$ cat config.mk
export PLATFORM = sky130hd
export DESIGN_NAME = btr_ctrl
export DESIGN_NICKNAME = d
export VERILOG_FILES = /design/src/rtl/btr_pkg.sv /design/src/rtl/btr_ctrl.sv
export SDC_FILE = /design/constraint.sdc
export NUM_CORES = 1
export LEC_CHECK = 0
export BUFFER_PORTS_ARGS = -buffer_cell sky130_fd_sc_hd__clkbuf_2
export CORE_AREA = 2 2 39 41
export DETAILED_ROUTE_END_ITERATION = 10
export DIE_AREA = 0 0 41 43
export GPL_ROUTABILITY_DRIVEN = 0
export SLEW_MARGIN = 10
export SYNTH_ARGS = -nofsm -noshare
export SYNTH_HDL_FRONTEND = slang
export SYNTH_SLANG_ARGS = --single-unit
$ cat constraint.sdc
create_clock -name clock -period 3 [get_ports clock]
set_input_delay 0.9 -clock clock [delete_from_list [all_inputs] [get_ports clock]]
set_output_delay 0.9 -clock clock [all_outputs]
set_load 0.02 [all_outputs]
$ cat src/rtl/btr_pkg.sv
// Shared types and codes for the buffer token registry.
`default_nettype none

package btr_pkg;

   typedef enum logic [2:0] {
      OP_INIT       = 3'd0,
      OP_ACQUIRE    = 3'd1,
      OP_FIND       = 3'd2,
      OP_RELEASE    = 3'd3,
      OP_HOLD       = 3'd4,
      OP_REACTIVATE = 3'd5
   } btr_op_type;

   typedef enum logic [1:0] {
      ES_AVAILABLE = 2'd0,
      ES_OCCUPIED  = 2'd1,
      ES_ON_HOLD   = 2'd2
   } btr_entry_type;

   typedef enum logic [1:0] {
      RS_OK           = 2'd0,
      RS_INVALID      = 2'd1,
      RS_NOT_OCCUPIED = 2'd2
   } btr_status_type;

   typedef struct packed {
      logic accept;
      logic cnt_clr;
      logic sweep_we;
      logic clearing;
      logic commit;
      logic load_rsp;
   } btr_cmd_type;

   typedef struct packed {
      logic init_last;
      logic clear_last;
   } btr_sts_type;

endpackage

`default_nettype wire

$ cat src/rtl/btr_ctrl.sv
// Controller state machine of the buffer token registry.
`default_nettype none

module btr_ctrl (
   input  wire logic               clock,
   input  wire logic               reset,
   input  wire logic               req_valid,
   output logic                    req_ready,
   input  wire logic [2:0]         req_command,
   output logic                    rsp_valid,
   input  wire logic               rsp_ready,
   output btr_pkg::btr_cmd_type    cmd,
   input  wire btr_pkg::btr_sts_type sts
);

   typedef enum logic [1:0] {
      S_CLEAR,
      S_IDLE,
      S_SWEEP,
      S_EXEC
   } state_type;

   state_type state_ff;
   logic      rsp_valid_ff;
   logic      accept;
   logic      out_free;

   assign req_ready = (state_ff == S_IDLE);
   assign rsp_valid = rsp_valid_ff;
   assign accept    = req_valid && req_ready;
   assign out_free  = !rsp_valid_ff || rsp_ready;

   always_comb begin
      cmd          = '0;
      cmd.accept   = accept;
      cmd.cnt_clr  = accept;
      cmd.sweep_we = (state_ff == S_CLEAR) || (state_ff == S_SWEEP);
      cmd.clearing = (state_ff == S_CLEAR);
      cmd.commit   = (state_ff == S_EXEC) && out_free;
      cmd.load_rsp = (state_ff == S_EXEC) && out_free;
   end

   always_ff @(posedge clock) begin
      if (reset) begin
         state_ff     <= S_CLEAR;
         rsp_valid_ff <= 1'b0;
      end else begin
         case (state_ff)
            S_CLEAR: begin
               if (sts.clear_last) state_ff <= S_IDLE;
            end
            S_IDLE: begin
               if (accept) begin
                  if (req_command == btr_pkg::OP_INIT) state_ff <= S_SWEEP;
                  else state_ff <= S_EXEC;
               end
            end
            S_SWEEP: begin
               if (sts.init_last) state_ff <= S_EXEC;
            end
            S_EXEC: begin
               if (out_free) state_ff <= S_IDLE;
            end
            default: state_ff <= S_IDLE;
         endcase
         if (cmd.load_rsp) rsp_valid_ff <= 1'b1;
         else if (rsp_ready) rsp_valid_ff <= 1'b0;
      end
   end

   a_no_accept_after_accept: assert property (@(posedge clock) disable iff (reset)
      accept |=> !req_ready)
      else $error("request taken while the previous one is still at work");

   a_rsp_from_exec: assert property (@(posedge clock) disable iff (reset)
      $rose(rsp_valid_ff) |-> $past(state_ff == S_EXEC))
      else $error("response raised outside the execute step");

   a_sweep_no_commit: assert property (@(posedge clock) disable iff (reset)
      !(cmd.sweep_we && cmd.commit))
      else $error("sweep write collides with a command write");

endmodule

`default_nettype wire

---- Yosys cells after proc, flatten, opt, wreduce, memory -nomap -nowiden ----
Cells that the tools add are included.
storage, ports and cells
  flip-flop bits (word level) ............. 3
  input bits .............................. 9
  output and inout bits ................... 8
  logic and storage cells ................. 26
operators by class
  equal/unequal tests ..................... 7
  mux-type cells .......................... 8
  reductions and logical operators ........ 9
operators by type and width
  cell                                                 number
  two-way mux 2 bit                                    4
  case mux 2 bit (4 select lines)                      1
  equality test 2 bit, second input constant           2
  != test 2 x 1 -> 1 bit, second input constant        2
  != test 2 bit, second input constant                 2
  AND reduction 4 bit                                  1
  logical NOT 3 bit                                    1
  two-way mux 1 bit                                    3
  equality test 2 x 1 -> 1 bit, second input constant  1
  logical AND 1 bit                                    2
  logical NOT 2 bit                                    1
  logical OR 1 bit                                     2
  nonzero test 2 bit                                   1
  logical NOT 1 bit                                    1

---- Logic depth before layout (Yosys ltp) ----
  depth in word-level cells ............... 4
  gate-level depth with buffers ........... 5
  gate-level depth less buffers ........... 5

---- Worst setup path before layout ----
No wires, ideal clock.
  path kind ............................... input port to output port
  start ................................... input port rsp_ready
  end ..................................... output port cmd[1] (netlist bit)
  arrival time ............................ 1,752 ps
  required time ........................... 2,100 ps
  path slack .............................. 348 ps
  cell stages on the path ................. 3
  path buffers ............................ 1
  path through ............................ inv_1 -> a21boi_0 -> buf_4
RTL lines
  what         RTL line        text
  from (decl)  btr_ctrl.sv:11  input wire logic rsp_ready,
  to (decl)    btr_ctrl.sv:12  output btr_pkg::btr_cmd_type cmd,

==> Implementation_results.wiki <==
{| class="wikitable"
! Metric !! Value
|-
| Result of the run || complete, no violations
|-
| Critical Path Sink Type || primary output
|-
| Detailed-router iteration count before antenna repair || 2
|-
| CTS HTree Levels || 1
|-
| Core Box Area || 0.00138 sq mm
|-
| Syn Area/Cell || between 9 and 10 sq um
|-
| Clock transition time at the flip-flop clock pins of the worst setup and hold paths || roughly 40 ps
|-
| Total vias in the final route || between 200 and 300
|-
| Time the worst path needs with I/O delays and setup || 2350 ps
|-
| Layout net count || 61
|-
| Async S/R FF share, synth || 0%
|-
| Synth unique cells || 18
|-
| Number of clock sinks || 3
|-
| Remaining antenna violation count after routing || 0
|-
| Clock Tree Buf Depth || 2
|-
| Clock Skew || just under 1 ps
|-
| Clk Tree Root Cell || clkbuf_4
|-
| Final-report hold violation count || 0
|-
| EDFF count, synth || 0
|-
| Startpoint kind of the worst setup timing path || input port
|-
| Number of hold buffers added after CTS || 0
|-
| Biggest fanout along the worst timing path || 2
|-
| Unrepaired setup endpoints after global routing || no
|-
| Net count after synthesis || 43
|-
| Final setup TNS || 0 ps
|-
| 1st-iter DRT viols || 2
|-
| Pin count of the biggest net entering global routing || 5
|-
| Peak supply drop || 0.000183 V
|-
| Multiplexer fraction of the synthesized cell area || ~3.7%
|-
| Share of the clock period used by the worst path || between 70% and 80%
|-
| Area of all sequential standard cells || about 60 sq um
|-
| Max-slew violations || 0
|-
| PD cells || about 1000 mW/mm^2
|-
| Setup slack, reg-to-reg || between 1000 and 1500 ps
|-
| Layout overhead on the synthesized area || 38.2%
|-
| Overflow left after global routing || 0
|-
| Initial cell density of the core || 19.6%
|-
| Number of remaining DRC errors || 0
|-
| Post-layout total power || 0.377 mW
|-
| Proportion of layout cells with a drive suffix above 1 || 44.7%
|-
| Worst Setup Slack, final || roughly 650 ps
|-
| Main combinational cell family by area after synthesis || simple AND/OR/NAND/NOR gates
|-
| Total Wirelength || approximately 500 um
|-
| Post-CTS Repair Setup Buffers || 0
|-
| Final-report setup violation count || 0
|-
| GRT Overall Usage || roughly 7%
|-
| Via count of the first global-routing pass || between 200 and 250
|-
| Cell count after synthesis || 30
|-
| Data arrival time of the critical path || approximately 1500 ps
|-
| Chip height || 43 um
|-
| Number of antenna violations at the first check in global routing || 0
|-
| Worst setup slack after placement || around 640 ps
|-
| Area used by multi-input combinational logic || 178 sq um
|-
| Type of the worst min-delay path || reg2reg
|-
| Critical path data required time || ~2100 ps
|-
| Sequential-to-total area share from yosys stat || 22.1%
|-
| Slew @ Worst Pin || 447 ps
|-
| Area fraction in and, or, nand and nor cells after synthesis || around 29%
|-
| Netlist Area Pre-Place || ~270 sq um
|-
| I/O pin count || 17
|-
| Fraction of synthesized cell area in xor and xnor cells || 0%
|-
| Routed length per instance || ~8.1 um
|-
| Cell Rows || 14
|-
| Max-cap violations || 0
|-
| Count of state elements after synthesis || 3
|-
| Die ar. || between 0.0015 and 0.002 sq mm
|-
| Number of diodes added for antenna fixing || 0
|-
| Clock latency at the later pin of the worst-skew pair || approximately 230 ps
|-
| Type of the setup path with the least slack || in2out
|-
| Primary FF master, synth || dfxtp_1
|-
| Worst max-slew margin expressed relative to the limit || between 60% and 70%
|-
| First-pass GRT wire length || 800 um
|-
| Number of gates given a new drive strength after cts || 0
|-
| Num CTS Buffers || 3
|-
| Width of the chip || 41 um
|-
| Fill count || between 150 and 200
|-
| Compound-cell area share of the yosys netlist || between 10 and 15%
|-
| HPWL Detailed || between 400 and 500 um
|-
| Port-buffer cells || 16
|-
| Leak Pwr || between 0.15 and 0.2 nW
|-
| CTS tree || yes
|-
| Vias per Instance || 4.08
|-
| Maximum operating frequency || between 400 and 500 MHz
|-
| Share of synthesized cell area in full adder, half adder and majority cells || approximately 18%
|-
| YS warnings || 0
|}
-- flip-flops by register name (all words and copies together), names as in the netlist --
register and cells:
state_ff 2, rsp_valid 1
-- where the power goes --
part | switching (mW) | total, mW | internal, mW
clock network | 0.0205 | 0.0703 | 0.0498
logic | 0.134 | 0.237 | 0.104
registers | 0.0141 | 0.0697 | 0.0556
total | 0.168 | 0.377 | 0.209
-- layout make-up --
class                      count  area share [%]
inverter                       3            3.00
tap                           16            5.33
timing repair buffer          16            21.3
multi-input combinational     21            47.3
clock buffer                   4            7.00
sequential                     3            16.0
-- placed cells by master (no fill, tap or decap) --
master / count
clkbuf_2: 16
ha_1: 4
inv_1: 3
nor2b_1: 3
clkbuf_4: 3
dfxtp_1: 3
nand2b_1: 2
a21boi_0: 1
and2_2: 1
or2_1: 1
o31ai_1: 1
nor2b_4: 1
and3b_1: 1
nor4_1: 1
o41a_1: 1
a311oi_1: 1
mux2i_1: 1
a21oi_1: 1
nor2_1: 1
clkbuf_1: 1
-- cells in the mapped netlist (2+ instances only) --
master / count / area (sq um)
ha_1: 4 / 50.1
buf_4: 3 / 22.5
dfxtp_1: 3 / 60.1
inv_1: 3 / 11.3
nor2b_1: 3 / 18.8
nand2b_1: 2 / 12.5
-- per-layer routing --
metal	global-route usage [%]	vias to the layer above	wire length [um]	share of wire, %
met5	0	-	0	0
met4	4.00	0	0	0
met3	4.71	0	58	11
met2	11.9	11	253	50
met1	5.43	113	197	39
li1	-	133	-	-
-- critical path, cell delays in order --
cell and delay, ps:
clkbuf_2 80, inv_1 40, a21boi_0 220, clkbuf_2 210
-- final timing paths --
path                      end        start  depth (start not counted)
hold / removal    state_ff[1]  state_ff[1]                          2
hold reg to reg   state_ff[1]  state_ff[1]                          2
setup reg to reg  state_ff[1]  state_ff[0]                          5
setup / recovery       cmd[0]    rsp_ready                          4
-- per-stage QoR --
step / instances / util [%] / hold slack, ps / area, sq um
final: 63 / 27.1 / 520 / 375
after global routing: 63 / 27.1 / 546 / 375
after CTS: 63 / 27.1 / 524 / 375
after detailed placement: 59 / 25.2 / 517 / 349
after global placement: 59 / 25.2 / 512 / 349
after floorplan: 30 / - / 481 / 272
-- kinds of logic after synthesis --
group | after synthesis
buffers and inverters | 6
AND/OR/NAND/NOR | 11
AO/OA/AOI/OAI | 5
adder cells (fa/ha/maj) | 4
flip-flops | 3
multiplexers | 1
Note: power is estimated with default switching activity, not from simulation.
